<file path="config.mk">
export PLATFORM = sky130hd
export DESIGN_NAME = circular_list_engine_top
export DESIGN_NICKNAME = d
export VERILOG_FILES = /design/src/sv/clist_pkg.sv /design/src/sv/clist_mod.sv /design/src/sv/clist_store.sv /design/src/sv/circular_list_engine_top.sv
export VERILOG_INCLUDE_DIRS = /design/src /design/src/sv
export SDC_FILE = /design/constraint.sdc
export NUM_CORES = 1
export LEC_CHECK = 0
export BUFFER_PORTS_ARGS = -buffer_cell sky130_fd_sc_hd__buf_2
export CELL_PAD_IN_SITES_DETAIL_PLACEMENT = 1
export CELL_PAD_IN_SITES_GLOBAL_PLACEMENT = 2
export CORE_ASPECT_RATIO = 0.75
export CORE_UTILIZATION = 30
export CTS_CLUSTER_DIAMETER = 80
export CTS_CLUSTER_SIZE = 24
export DETAILED_ROUTE_END_ITERATION = 8
export GPL_TIMING_DRIVEN = 0
export PLACE_DENSITY = 0.69
export RECOVER_POWER = 100
export SKIP_LAST_GASP = 1
export SYNTH_ARGS = -nofsm -noshare
export SYNTH_HDL_FRONTEND = slang
export SYNTH_SLANG_ARGS = --single-unit
</file>
<file path="constraint.sdc">
create_clock -name clk_i -period 3.51 [get_ports clk_i]
set_input_delay 0.351 -clock clk_i [delete_from_list [all_inputs] [get_ports clk_i]]
set_output_delay 0.351 -clock clk_i [all_outputs]
set_load 0.005 [all_outputs]
</file>
<file path="src/sv/circular_list_engine_top_defines.svh">
// Assertion macros shared by the circular list engine RTL.
// Depends on nothing; included by circular_list_engine_top.
`ifndef CIRCULAR_LIST_ENGINE_TOP_DEFINES_SVH
`define CIRCULAR_LIST_ENGINE_TOP_DEFINES_SVH

// Same-cycle implication, disabled while reset is asserted.
`define CLIST_ASSERT_NOW(label, clk, rst_n, lhs, rhs) \
  label: assert property (@(posedge clk) disable iff (!rst_n) (lhs) |-> (rhs)) \
    else $error("circular list engine: same-cycle check failed");

// Next-cycle implication, disabled while reset is asserted.
`define CLIST_ASSERT_NEXT(label, clk, rst_n, lhs, rhs) \
  label: assert property (@(posedge clk) disable iff (!rst_n) (lhs) |=> (rhs)) \
    else $error("circular list engine: next-cycle check failed");

`endif

</file>
<file path="src/sv/clist_pkg.sv">
// Shared types and constants of the circular list engine.
// Depends on nothing; imported by every module of the block.
package clist_pkg;

  localparam int DefCapacity = 16;
  localparam int ValueW      = 32;
  localparam int CmdW        = 3;
  localparam int StatusW     = 3;
  localparam int CountOutW   = 5;

  // Command codes carried by a command word.
  typedef enum logic [CmdW-1:0] {
    CMD_INS_FRONT = 3'd0,
    CMD_INS_END   = 3'd1,
    CMD_INS_POS   = 3'd2,
    CMD_DEL_FRONT = 3'd3,
    CMD_DEL_END   = 3'd4,
    CMD_DEL_POS   = 3'd5,
    CMD_TRAVERSE  = 3'd6
  } cmd_e;

  // Status codes returned with each result word.
  typedef enum logic [StatusW-1:0] {
    ST_OK        = 3'd0,
    ST_EMPTY     = 3'd1,
    ST_NEG_POS   = 3'd2,
    ST_OUT_RANGE = 3'd3,
    ST_FULL      = 3'd4
  } status_e;

endpackage

</file>
<file path="src/sv/clist_mod.sv">
// Iterative remainder unit: one restoring compare-subtract step per cycle.
// Depends on clist_pkg for the operand width.
module clist_mod #(
  parameter int CountW = 5,
  parameter int AddrW  = 4
) (
  input  logic                       clk_i,
  input  logic                       rst_ni,
  input  logic                       start_i,
  input  logic [clist_pkg::ValueW-1:0] dividend_i,
  input  logic [CountW-1:0]          divisor_i,
  output logic                       done_o,
  output logic [AddrW-1:0]           rem_o
);
  import clist_pkg::*;

  localparam int StepW = $clog2(ValueW);

  logic              busy_q, busy_d;
  logic              done_q, done_d;
  logic [StepW-1:0]  step_q, step_d;
  logic [ValueW-1:0] dvd_q, dvd_d;
  logic [CountW-1:0] dvs_q, dvs_d;
  logic [CountW-1:0] rem_q, rem_d;
  logic [CountW:0]   trial;

  // One dividend bit per cycle, most significant dividend bit first.
  always_comb begin
    busy_d = busy_q;
    done_d = 1'b0;
    step_d = step_q;
    dvd_d  = dvd_q;
    dvs_d  = dvs_q;
    rem_d  = rem_q;
    trial  = {rem_q, dvd_q[ValueW-1]};
    if (start_i) begin
      busy_d = 1'b1;
      step_d = '0;
      dvd_d  = dividend_i;
      dvs_d  = divisor_i;
      rem_d  = '0;
    end else if (busy_q) begin
      if (trial >= {1'b0, dvs_q}) begin
        trial = trial - {1'b0, dvs_q};
      end
      rem_d  = trial[CountW-1:0];
      dvd_d  = {dvd_q[ValueW-2:0], 1'b0};
      step_d = step_q + StepW'(1);
      if (step_q == StepW'(ValueW - 1)) begin
        busy_d = 1'b0;
        done_d = 1'b1;
      end
    end
  end

  // Control state.
  always_ff @(posedge clk_i or negedge rst_ni) begin
    if (!rst_ni) begin
      busy_q <= 1'b0;
      done_q <= 1'b0;
      step_q <= '0;
    end else begin
      busy_q <= busy_d;
      done_q <= done_d;
      step_q <= step_d;
    end
  end

  // Operand registers.
  always_ff @(posedge clk_i) begin
    dvd_q <= dvd_d;
    dvs_q <= dvs_d;
    rem_q <= rem_d;
  end

  assign done_o = done_q;
  assign rem_o  = rem_q[AddrW-1:0];

endmodule

</file>
<file path="src/sv/clist_store.sv">
// Element memory: one write port and one registered read port.
// Depends on clist_pkg for the element width.
module clist_store #(
  parameter int Capacity = 16,
  parameter int AddrW    = 4
) (
  input  logic                         clk_i,
  input  logic                         we_i,
  input  logic [AddrW-1:0]             waddr_i,
  input  logic [clist_pkg::ValueW-1:0] wdata_i,
  input  logic [AddrW-1:0]             raddr_i,
  output logic [clist_pkg::ValueW-1:0] rdata_o
);
  import clist_pkg::*;

  logic [ValueW-1:0] mem_q [Capacity];
  logic [ValueW-1:0] rdata_q;

  // Write port.
  always_ff @(posedge clk_i) begin
    if (we_i) begin
      mem_q[waddr_i] <= wdata_i;
    end
  end

  // Registered read port.
  always_ff @(posedge clk_i) begin
    rdata_q <= mem_q[raddr_i];
  end

  assign rdata_o = rdata_q;

endmodule

</file>
<file path="src/sv/circular_list_engine_top.sv">
// Circular list engine top level: command sequencer over the element memory
// and the shared remainder unit. Depends on clist_pkg, clist_mod, clist_store
// and circular_list_engine_top_defines.svh.
//
// Usage: drive command_i, value_i and position_i with start_i high; the word
// is taken at a clock edge where busy_o is low. Each result word appears on
// element_value_o, status_o, last_result_o and element_count_o for exactly one
// cycle with result_valid_o high; the receiver cannot stall it.
// Every command but traverse and code 7 answers with one word marked last_result_o.
// Traverse answers with one word per element (or one empty-status word).
// A rejected command answers in the cycle after it is taken. Insert and delete
// move the tail one entry at a time, through a check, a read and a write state
// per entry; positional commands first wait for the bit-serial remainder unit.
// Traverse alternates a read state and an output state for each word, set by
// the registered read port of the element memory. Command code 7 is dropped
// without a result. Reset empties the list; memory contents are not cleared
// and are only read below the element count.
module circular_list_engine_top #(
  parameter int CAPACITY = clist_pkg::DefCapacity
) (
  input  logic                            clk_i,
  input  logic                            rst_ni,
  input  logic                            start_i,
  output logic                            busy_o,
  input  logic [clist_pkg::CmdW-1:0]      command_i,
  input  logic signed [clist_pkg::ValueW-1:0] value_i,
  input  logic signed [clist_pkg::ValueW-1:0] position_i,
  output logic                            result_valid_o,
  output logic signed [clist_pkg::ValueW-1:0] element_value_o,
  output logic [clist_pkg::StatusW-1:0]   status_o,
  output logic                            last_result_o,
  output logic [clist_pkg::CountOutW-1:0] element_count_o
);
  import clist_pkg::*;

  `include "circular_list_engine_top_defines.svh"

  localparam int AddrW  = $clog2(CAPACITY);
  localparam int CountW = $clog2(CAPACITY + 1);

  // Sequencer states.
  localparam logic [3:0] S_IDLE   = 4'd0;
  localparam logic [3:0] S_MOD    = 4'd1;
  localparam logic [3:0] S_INS    = 4'd2;
  localparam logic [3:0] S_SHR_RD = 4'd3;
  localparam logic [3:0] S_SHR_WR = 4'd4;
  localparam logic [3:0] S_PUT    = 4'd5;
  localparam logic [3:0] S_DEL    = 4'd6;
  localparam logic [3:0] S_SHL_RD = 4'd7;
  localparam logic [3:0] S_SHL_WR = 4'd8;
  localparam logic [3:0] S_TRV_RD = 4'd9;
  localparam logic [3:0] S_TRV_OUT = 4'd10;

  logic [3:0]        state_q, state_d;
  logic [CountW-1:0] count_q, count_d;
  logic [CountW-1:0] ptr_q, ptr_d;
  logic [CountW-1:0] idx_q, idx_d;
  logic              ins_q, ins_d;
  logic [ValueW-1:0] val_q, val_d;

  logic                 res_valid_q, res_valid_d;
  logic [ValueW-1:0]    res_value_q, res_value_d;
  logic [StatusW-1:0]   res_status_q, res_status_d;
  logic                 res_last_q, res_last_d;
  logic [CountOutW-1:0] res_count_q, res_count_d;

  logic              mod_start;
  logic [ValueW-1:0] mod_dividend;
  logic              mod_done;
  logic [AddrW-1:0]  mod_rem;

  logic              mem_we;
  logic [AddrW-1:0]  mem_waddr;
  logic [ValueW-1:0] mem_wdata;
  logic [AddrW-1:0]  mem_raddr;
  logic [ValueW-1:0] mem_rdata;

  logic              full;
  logic              empty;
  logic [CountW-1:0] ptr_dec;
  logic [CountW-1:0] ptr_inc;

  assign full    = (count_q == CountW'(CAPACITY));
  assign empty   = (count_q == '0);
  assign ptr_dec = ptr_q - CountW'(1);
  assign ptr_inc = ptr_q + CountW'(1);

  // Command sequencer.
  always_comb begin
    state_d      = state_q;
    count_d      = count_q;
    ptr_d        = ptr_q;
    idx_d        = idx_q;
    ins_d        = ins_q;
    val_d        = val_q;
    res_valid_d  = 1'b0;
    res_value_d  = '0;
    res_status_d = ST_OK;
    res_last_d   = 1'b1;
    mod_start    = 1'b0;
    mod_dividend = position_i;
    mem_we       = 1'b0;
    mem_waddr    = idx_q[AddrW-1:0];
    mem_wdata    = val_q;
    mem_raddr    = ptr_q[AddrW-1:0];

    case (state_q)
      S_IDLE: begin
        if (start_i) begin
          val_d = value_i;
          case (command_i)
            CMD_INS_FRONT, CMD_INS_END: begin
              if (full) begin
                res_valid_d  = 1'b1;
                res_status_d = ST_FULL;
              end else begin
                idx_d   = (command_i == CMD_INS_FRONT) ? '0 : count_q;
                ptr_d   = count_q;
                state_d = S_INS;
              end
            end
            CMD_INS_POS: begin
              if (position_i[ValueW-1]) begin
                res_valid_d  = 1'b1;
                res_status_d = ST_NEG_POS;
              end else if (full) begin
                res_valid_d  = 1'b1;
                res_status_d = ST_FULL;
              end else if (position_i == '0) begin
                idx_d   = '0;
                ptr_d   = count_q;
                state_d = S_INS;
              end else if (empty) begin
                res_valid_d  = 1'b1;
                res_status_d = ST_OUT_RANGE;
              end else begin
                mod_start    = 1'b1;
                mod_dividend = position_i - ValueW'(1);
                ins_d        = 1'b1;
                state_d      = S_MOD;
              end
            end
            CMD_DEL_FRONT, CMD_DEL_END: begin
              if (empty) begin
                res_valid_d  = 1'b1;
                res_status_d = ST_EMPTY;
              end else begin
                idx_d   = (command_i == CMD_DEL_FRONT) ? '0 : count_q - CountW'(1);
                ptr_d   = (command_i == CMD_DEL_FRONT) ? '0 : count_q - CountW'(1);
                state_d = S_DEL;
              end
            end
            CMD_DEL_POS: begin
              if (position_i[ValueW-1]) begin
                res_valid_d  = 1'b1;
                res_status_d = ST_NEG_POS;
              end else if (empty) begin
                res_valid_d  = 1'b1;
                res_status_d = ST_EMPTY;
              end else begin
                mod_start = 1'b1;
                ins_d     = 1'b0;
                state_d   = S_MOD;
              end
            end
            CMD_TRAVERSE: begin
              if (empty) begin
                res_valid_d  = 1'b1;
                res_status_d = ST_EMPTY;
              end else begin
                ptr_d   = '0;
                state_d = S_TRV_RD;
              end
            end
            default: begin
              // The unused command code is dropped without a result.
            end
          endcase
        end
      end

      // Wait for the wrapped position.
      S_MOD: begin
        if (mod_done) begin
          if (ins_q) begin
            idx_d   = CountW'(mod_rem) + CountW'(1);
            ptr_d   = count_q;
            state_d = S_INS;
          end else begin
            idx_d   = CountW'(mod_rem);
            ptr_d   = CountW'(mod_rem);
            state_d = S_DEL;
          end
        end
      end

      // Open a gap at the target index, moving the tail up one entry at a time.
      S_INS: begin
        state_d = (ptr_q > idx_q) ? S_SHR_RD : S_PUT;
      end
      S_SHR_RD: begin
        mem_raddr = ptr_dec[AddrW-1:0];
        state_d   = S_SHR_WR;
      end
      S_SHR_WR: begin
        mem_we    = 1'b1;
        mem_waddr = ptr_q[AddrW-1:0];
        mem_wdata = mem_rdata;
        ptr_d     = ptr_dec;
        state_d   = S_INS;
      end
      S_PUT: begin
        mem_we      = 1'b1;
        count_d     = count_q + CountW'(1);
        res_valid_d = 1'b1;
        state_d     = S_IDLE;
      end

      // Close the gap at the target index, moving the tail down.
      S_DEL: begin
        if (ptr_inc < count_q) begin
          state_d = S_SHL_RD;
        end else begin
          count_d     = count_q - CountW'(1);
          res_valid_d = 1'b1;
          state_d     = S_IDLE;
        end
      end
      S_SHL_RD: begin
        mem_raddr = ptr_inc[AddrW-1:0];
        state_d   = S_SHL_WR;
      end
      S_SHL_WR: begin
        mem_we    = 1'b1;
        mem_waddr = ptr_q[AddrW-1:0];
        mem_wdata = mem_rdata;
        ptr_d     = ptr_inc;
        state_d   = S_DEL;
      end

      // Read each element and emit it the following cycle.
      S_TRV_RD: begin
        state_d = S_TRV_OUT;
      end
      S_TRV_OUT: begin
        res_valid_d = 1'b1;
        res_value_d = mem_rdata;
        res_last_d  = (ptr_inc == count_q);
        ptr_d       = ptr_inc;
        state_d     = (ptr_inc == count_q) ? S_IDLE : S_TRV_RD;
      end

      default: begin
        state_d = S_IDLE;
      end
    endcase

    res_count_d = CountOutW'(count_d);
  end

  // Control state.
  always_ff @(posedge clk_i or negedge rst_ni) begin
    if (!rst_ni) begin
      state_q     <= S_IDLE;
      count_q     <= '0;
      res_valid_q <= 1'b0;
    end else begin
      state_q     <= state_d;
      count_q     <= count_d;
      res_valid_q <= res_valid_d;
    end
  end

  // Working and result payload registers.
  always_ff @(posedge clk_i) begin
    ptr_q        <= ptr_d;
    idx_q        <= idx_d;
    ins_q        <= ins_d;
    val_q        <= val_d;
    res_value_q  <= res_value_d;
    res_status_q <= res_status_d;
    res_last_q   <= res_last_d;
    res_count_q  <= res_count_d;
  end

  clist_mod #(
    .CountW (CountW),
    .AddrW  (AddrW)
  ) u_mod (
    .clk_i      (clk_i),
    .rst_ni     (rst_ni),
    .start_i    (mod_start),
    .dividend_i (mod_dividend),
    .divisor_i  (count_q),
    .done_o     (mod_done),
    .rem_o      (mod_rem)
  );

  clist_store #(
    .Capacity (CAPACITY),
    .AddrW    (AddrW)
  ) u_store (
    .clk_i   (clk_i),
    .we_i    (mem_we),
    .waddr_i (mem_waddr),
    .wdata_i (mem_wdata),
    .raddr_i (mem_raddr),
    .rdata_o (mem_rdata)
  );

  assign busy_o          = (state_q != S_IDLE);
  assign result_valid_o  = res_valid_q;
  assign element_value_o = res_value_q;
  assign status_o        = res_status_q;
  assign last_result_o   = res_last_q;
  assign element_count_o = res_count_q;

  // The element count never passes the capacity.
  `CLIST_ASSERT_NOW(a_count_bound, clk_i, rst_ni, 1'b1, count_q <= CountW'(CAPACITY))
  // A word that is not the last one of a traverse leaves the sequencer busy.
  `CLIST_ASSERT_NOW(a_more_words, clk_i, rst_ni, result_valid_o && !last_result_o, busy_o)
  // A traverse taken on an idle block answers or starts reading at once.
  `CLIST_ASSERT_NEXT(a_trv_starts, clk_i, rst_ni,
    start_i && !busy_o && (command_i == CMD_TRAVERSE), busy_o || result_valid_o)
  // A list-full answer leaves the count where it was.
  `CLIST_ASSERT_NOW(a_full_keeps, clk_i, rst_ni,
    result_valid_o && (status_o == ST_FULL), $stable(count_q))

endmodule

</file>
==> results of run 1 <==
[final cells by class]
| cell class | count | area [sq um] |
|---|---|---|
| plain buffers | 131 | 613 |
| clock buffers | 59 | 1070 |
| clock inverters | 13 | 151 |
| fillers | 9656 | 58000 |
| inverters | 32 | 121 |
| multi-input cells | 1284 | 7450 |
| flip-flops and latches | 687 | 19800 |
| well taps | 1212 | 1520 |
| repair buffers | 185 | 1600 |
| repair inverters | 1 | 5.00 |
[cells in the mapped netlist, types with 21 or more instances]
master,instances
ha_1,25
a21oi_1,49
o22ai_1,131
a22oi_1,71
and2_1,38
nand2_1,433
o21ai_0,30
inv_1,32
nor3_1,23
a31oi_1,141
nand3_1,23
xnor2_1,21
nor2_1,103
clkbuf_1,112
dfxtp_1,78
edfxtp_1,592
[report_power, final]
part	switching, mW	total, mW	internal (mW)
sequential	0.559	11.7	11.2
clock	2.88	5.10	2.22
combinational	8.58	12.0	3.43
[path summary, 6_finish.rpt]
| path | end | slack (ns) |
|---|---|---|
| setup / recovery | u_store.mem_q[12][26] | 0.06 |
| min in group asynchronous | state_q[2] | 0.54 |
| setup reg to reg | u_store.mem_q[12][26] | 0.06 |
| hold / removal | u_mod.dvd_q[13] | 0.10 |
| hold reg to reg | element_value_o[3] | 0.46 |
| max in group asynchronous | count_q[2] | 2.20 |
[logic make-up (layout without fill, tap and decap cells)]
| kind of cell | Yosys count | count (layout) | synth area share, % |
|---|---|---|---|
| simple gates | 707 | 707 | 11.3 |
| flops | 687 | 687 | 71.7 |
| compound gates | 497 | 497 | 11.7 |
| buf+inv | 163 | 421 | 2.26 |
| xor+xnor | 38 | 38 | 1.21 |
| fa+ha+maj | 26 | 26 | 1.21 |
| mux | 16 | 16 | 0.590 |
[what timing repair did]
action / in CTS / in global routing
setup buffers: 16 / 8
gates cloned: 1 / 0
hold buffers: 33 / 0
endpoints found under the hold margin: 49 / 0
pin swaps: 11 / 4
gates resized for setup: 71 / 76
setup endpoints to repair: 1081 / 562
[layer usage]
layer,up-vias,share of wire [%],wire [um]
met3,117,6.1,5320
li1,8520,-,-
met1,9860,47,40800
met5,-,0,0
met2,606,45,39400
met4,0,2.5,2150
[flip-flops by register name, summed over array words and instances, names as in the netlist, 32 cells and up]
name / cells
element_value_o: 32
u_store.rdata_o: 32
u_mod.dvd_q: 32
val_q: 32
u_store.mem_q: 512
[critical path: stages, from the launching register on]
cell and delay, ns:
dfrtp_1 0.40, buf_2 0.33, clkbuf_1 0.39, nor2_1 0.17, o21ai_4 0.55, a31oi_1 0.47, nor2_4 0.53, buf_12 0.28
==> out/metrics.cfg, run 1 <==
[outcome]
status = finished, violations left
violations = capacitance limit, slew limit

[layout]
diodes = 0
layout.cells.non_filler = 3604
syn_to_final_growth_pct = 17.1
fin_util_pct = 35.7
final_cell_mix = edfxtp_1, nand2_1, a31oi_1
mostFrequentLayoutCell = edfxtp_1
fin_nets = 2457
fin_area_sq_mm = 0.0323
drive_gt1_share_pct = 13.2

[grt]
grtUsageMet1_pct = 26.5
grtUsageMet2_pct = 28.8
grt_overflow = 0
grt_pass1_wl_um = 129000
antenna_found_initial = 0
top_usage_layer = met2
grt_use_total_pct = 18.4
use_met3_pct = 2.77
grt_max_degree = 26
grt_pass1_vias = 19700

[synthesis]
yosysUniqueCellTypes = 72
synth.net_count = 2230
netlist.area_leader.share_pct = 64.5
ys_seq_area_share_pct = 71.7
yosys_warnings = 0
synth_area_leaders = edfxtp_1, nand2_1, dfxtp_1
synth_enable_flop_cells = 592
synthCells = 2134
synthArstFlopShare_pct = 2.47
synth_top_flop_cell = edfxtp_1
synth-seq-cells = 687
syn-mean-instance-area_sq_um = 12.9
yosys.area.top_type = edfxtp_1
synthesis.area_sq_mm = 0.0276

[clock_tree]
htreeDepth = 2
numCtsBuffers = 39
cts.sinks = 687
clk_path_buf_depth = 3
clk_pin_slew_ns = 0.09
cts_tree = yes
cts_root_buffer = clkbuf_16
clock_latency_ns = 0.63

[sta]
maxSlewViolCount = 19
fin_crit_ns = 3.45
setup_tns_ns = 0
tightest_slew_ns = 1.59
skew_ns = 0.0476
layout_setup_ws_ns = 0.0609
hold_ws_ns = 0.102
finalSetupViolations = 0
slew_headroom_pct = -6.25
rsz0062_at_grt = true
max_freq_mhz = 290
finalHoldViolations = 0
min_period_over_period_pct = 98.3

[drt]
num_vias = 19100
wirelength_um = 87700
wl_per_cell_um = 24.3
dr.pass1.iters = 8
drc = 0
ant_nets = 0
avgViaCountPerCell = 5.30
drtIter0Drc = 1800

[place]
port_buffers = 111
place_inst = 3474
placedInstanceArea_sq_mm = 0.0302
post-place-ws_ns = -1.49
gp_congestion = 0.829
dp_hpwl_um = 58600

[die]
die_h_um = 265
ios = 113
die_area_sq_mm = 0.0931
fp-row-count = 95
die_w_um = 352
start_util_pct = 30.5
core_area_sq_mm = 0.0903

[power_and_ir_drop]
leakage_nw = 10.9
pwr_density_cell_mw_per_mm2 = 893
vdd_ir_drop_max_mv = 0.485
finalPower_mw = 28.8

[flow_run]
maxCapViolCount = 1

[worst_hold_path]
hold_path_depth = 2
min_from = position_i[13]
hold_class = input pin to flop

[worst_setup_path]
crit_fanout = 22
cp-end-kind = flop
arrival_ns = 3.76
crit_type = flop to flop
startpoint = state_q[2]
required_ns = 3.82
reg2reg_depth = 7
r2r-start = state_q[2]
start_kind = flop

(Power assumes the default switching activity.)
==> run 2, diff against run 1 <==
--- a/config.mk
+++ b/config.mk
@@ -6,6 +6,7 @@
 export SDC_FILE = /design/constraint.sdc
 export NUM_CORES = 1
 export LEC_CHECK = 0
+export ABC_AREA = 1
 export BUFFER_PORTS_ARGS = -buffer_cell sky130_fd_sc_hd__buf_2
 export CELL_PAD_IN_SITES_DETAIL_PLACEMENT = 1
 export CELL_PAD_IN_SITES_GLOBAL_PLACEMENT = 2
@@ -15,7 +16,7 @@
 export CTS_CLUSTER_SIZE = 24
 export DETAILED_ROUTE_END_ITERATION = 8
 export GPL_TIMING_DRIVEN = 0
-export PLACE_DENSITY = 0.69
+export PLACE_DENSITY = 0.73
 export RECOVER_POWER = 100
 export SKIP_LAST_GASP = 1
 export SYNTH_ARGS = -nofsm -noshare
==> run 2 against run 1 <==
Against the previous run: the flow finishes with violations (setup timing); maximum frequency shrank 4.3%; combinational power increased by 16%; register-to-register slack got worse by 0.15 ns; power rose by 5.9%; highest routed layer unchanged.
==> out/metrics.cfg, run 2 <==
[worst_setup_path]
crit_fanout = 20  ; -9.1%
crit_type = flop to flop
r2r_slack_ns = -0.09  ; -0.15 ns
crit_buf_inv = 3  ; unchanged
cpLargestDelayFamily = simple AND/OR/NAND/NOR gates
reg2reg_depth = 9  ; +2
r2r-end = u_store.mem_q[4][29]
slowest_delay_ns = 0.60  ; +0.05 ns
cp_common_cell = nor2_2
cpMaxStageDelayCell = nand3_1
required_ns = 3.82  ; about the same
cp-end-kind = flop
arrival_ns = 3.91  ; +0.15 ns
r2r-start = state_q[0]
start_kind = flop
path_cells = nor2_2 -> inv_2 -> nor2_1 -> nor2_2 -> buf_2 -> nand2_1 -> nand3_1 -> nor2_4 -> buf_12

[power_and_ir_drop]
combPwrFrac_pct = 45.6  ; +4.0 points
p_sw_mw = 13.6  ; +14%
leakage_nw = 14.0  ; +28%
finalPower_mw = 30.5  ; +5.9%
p_seq_share_pct = 37.7  ; -3.0 points
pwr_density_cell_mw_per_mm2 = 880  ; -1.5%
clockPowerShare_pct = 16.8  ; -0.9 points
vdd_ir_drop_max_mv = 0.570  ; +18%
intPower_mw = 16.9  ; +0.44%
switching_share_pct = 44.6  ; +3.0 points

[sta]
slew_headroom_pct = 13.0  ; +19 points
min_period_over_period_pct = 103  ; +4.4 points
rsz0062_at_grt = true
skew_ns = 0.0331  ; -0.0145 ns
maxSlewViolCount = 0  ; -19
max_freq_mhz = 278  ; -4.3%
setup_tns_ns = -2.10  ; -2.10 ns
finalHoldViolations = 0  ; unchanged
layout_setup_ws_ns = -0.0933  ; -0.154 ns
tightest_slew_ns = 1.29  ; -0.292 ns
fin_crit_ns = 3.60  ; +0.154 ns
finalSetupViolations = 42  ; +42

[drt]
dr.pass1.iters = 5  ; -3
num_vias = 22100  ; +16%
ant_nets = 0  ; unchanged
drtIter0Drc = 1823  ; +1.3%
wirelength_um = 98700  ; +13%
avgViaCountPerCell = 4.81  ; -9.3%
wl_per_cell_um = 21.5  ; -12%
drc = 0  ; unchanged

[synthesis]
synth_compound_area_share_pct = 2.54  ; -9.2 points
synth_area_leaders = edfxtp_1, nand2_1, dfxtp_1
netlist.area_leader.share_pct = 59.8  ; -4.7 points
synth_fa_ha_area_share_pct = 1.12  ; -0.088 points
yosys.area.top_type = edfxtp_1
synthesis.area_sq_mm = 0.0297  ; +7.8%
synth_top_family_by_area = simple AND/OR/NAND/NOR gates
yosys_warnings = 0  ; unchanged
ys_seq_area_share_pct = 66.5  ; -5.2 points
syn-mean-instance-area_sq_um = 9.95  ; -23%
synth-xor-area-share_pct = 0.619  ; -0.59 points
synth_top_flop_cell = edfxtp_1
synthCells = 2990  ; +40%
synth.most_common_cell = nand2_1
synthMuxAreaShare_pct = 0  ; -0.59 points
synth-simple-area-share_pct = 25.0  ; +14 points
synth.net_count = 3086  ; +38%
synthArstFlopShare_pct = 2.47  ; unchanged
synth_enable_flop_cells = 592  ; unchanged
yosysUniqueCellTypes = 46  ; -36%
synth-seq-cells = 687  ; unchanged
synth_common_cells = nand2_1, edfxtp_1, nand3_1

[place]
gp_congestion = 0.837  ; +0.98%
post-place-ws_ns = -0.255  ; +1.23 ns
placedInstanceArea_sq_mm = 0.0327  ; +8.4%
place_inst = 4462  ; +28%
port_buffers = 111  ; unchanged
dp_hpwl_um = 69000  ; +18%

[clock_tree]
cts_root_buffer = clkbuf_16
clk_path_buf_depth = 3  ; unchanged
cts.sinks = 687  ; unchanged
clk_pin_slew_ns = 0.10  ; about the same
numCtsBuffers = 38  ; -2.6%
cts_tree = yes
htreeDepth = 2  ; unchanged
clock_latency_ns = 0.62  ; about the same

[layout]
diodes = 0  ; unchanged
drive_gt1_share_pct = 11.5  ; -1.7 points
final_cell_mix = nand2_1, edfxtp_1, nand3_1
fin_area_sq_mm = 0.0347  ; +7.5%
layout.cells.non_filler = 4595  ; +27%
fin_nets = 3348  ; +36%
largest_reg_flops = 512  ; unchanged
top_register = u_store.mem_q
mostFrequentLayoutCell = nand2_1
syn_to_final_growth_pct = 16.7

[worst_hold_path]
hold_path_depth = 4  ; +2
min_from = command_i[1]
hold_end = status_o[2]
hold_class = input pin to flop

[outcome]
violations = setup timing
status = finished, violations left

[die]
core_area_sq_mm = 0.0977  ; +8.2%
start_util_pct = 30.4  ; -0.096 points
die_w_um = 366  ; +3.8%
ios = 113  ; unchanged
die_h_um = 275  ; +3.8%
fp-row-count = 99  ; +4.2%
die_area_sq_mm = 0.100  ; +7.8%

[grt]
grt_pass1_wl_um = 145000  ; +13%
grt_use_total_pct = 19.5  ; +1.1 points
grt_max_degree = 42  ; +62%
grt_overflow = 0  ; unchanged
grt_pass1_vias = 21800  ; +10%
antenna_found_initial = 0  ; unchanged

[flow_run]
maxCapViolCount = 0  ; -1

run 2: changes by cell type in the layout (fill, tap and decap cells not counted), moves of 68 or more:
cell,delta
nand3_1,+246
a31oi_1,-133
inv_1,+123
o22ai_1,-124
nand2_1,+900
clkbuf_2,-69
buf_2,+68
run 2: tightest hold or removal path, cell delays in order:
cell and delay, ns:
buf_2 0.12, nor2_1 0.08, nor2_1 0.10, nor3_1 0.05
run 2: how the worst max path moves through the flow:
| stage | from | endpoint | slack [ns] | cells after the start |
|---|---|---|---|---|
| 4_1_cts | state_q[0] | u_store.mem_q[0][20] | -0.23 | 9 |
| 3_3_place_gp | state_q[0] | u_store.mem_q[2][17] | -2.53 | 8 |
| 5_1_grt | state_q[0] | u_store.mem_q[4][29] | -0.16 | 9 |
| 2_1_floorplan | state_q[0] | u_store.mem_q[10][0] | 0.25 | 11 |
| 3_5_place_dp | state_q[0] | u_mod.dvd_q[13] | -0.26 | 10 |
| 6_report | state_q[0] | u_store.mem_q[4][29] | -0.09 | 9 |
run 2: layout make-up:
cell class              instances  area, sq um
plain buffers                 123          644
well taps                    1313         1640
fillers                     11100        63000
repair buffers                220         1930
clock buffers                  55         1070
flip-flops and latches        687        19800
multi-input cells            2013         8860
inverters                     169          634
clock inverters                15          164
run 2: repair_timing:
action,CTS,global route
buffers inserted,13,15
cloned,1,1
gates resized for setup,3,6
hold buffers,33,0
endpoints found under the setup margin,206,338
pin swaps,6,10
endpoints found under the hold margin,49,0
run 2: routing by layer:
layer / part of all wire [%] / track usage [%] / vias to the layer above
li1: - / - / 10400
met1: 50 / 29.6 / 11100
met2: 43 / 29.7 / 487
met3: 4.7 / 2.27 / 92
met4: 1.7 / 4.10 / 0
met5: 0 / 0 / -
run 2: cells by family (layout without fill, tap and decap cells):
logic type,after synthesis,after routing
and+or+nand+nor,1832,1834
DFF,687,687
buffers and inverters,292,582
AOI/OAI and AO/OA,132,132
adders and majority gates,26,26
xor gates and xnor gates,21,21
run 2: power groups by stage:
stage / Sequential (mW) / Clock (mW) / Combinational, mW
floorplan: 11.6 / 0 / 7.92
global placement: 11.8 / 0 / 13.0
detailed placement: 11.7 / 0 / 13.7
CTS: 11.5 / 5.28 / 13.9
global route: 11.6 / 5.51 / 15.4
finish: 11.5 / 5.13 / 13.9
run 2: stage by stage:
| stage | util [%] | hold slack (ns) |
|---|---|---|
| 6_report | 35.5 | 0.156 |
| 5_1_grt | 35.5 | 0.174 |
| 4_1_cts | 35.3 | 0.123 |
| 3_5_place_dp | 33.5 | 0.361 |
| 3_3_place_gp | 32.7 | 0.349 |
| 2_1_floorplan | - | 0.0554 |
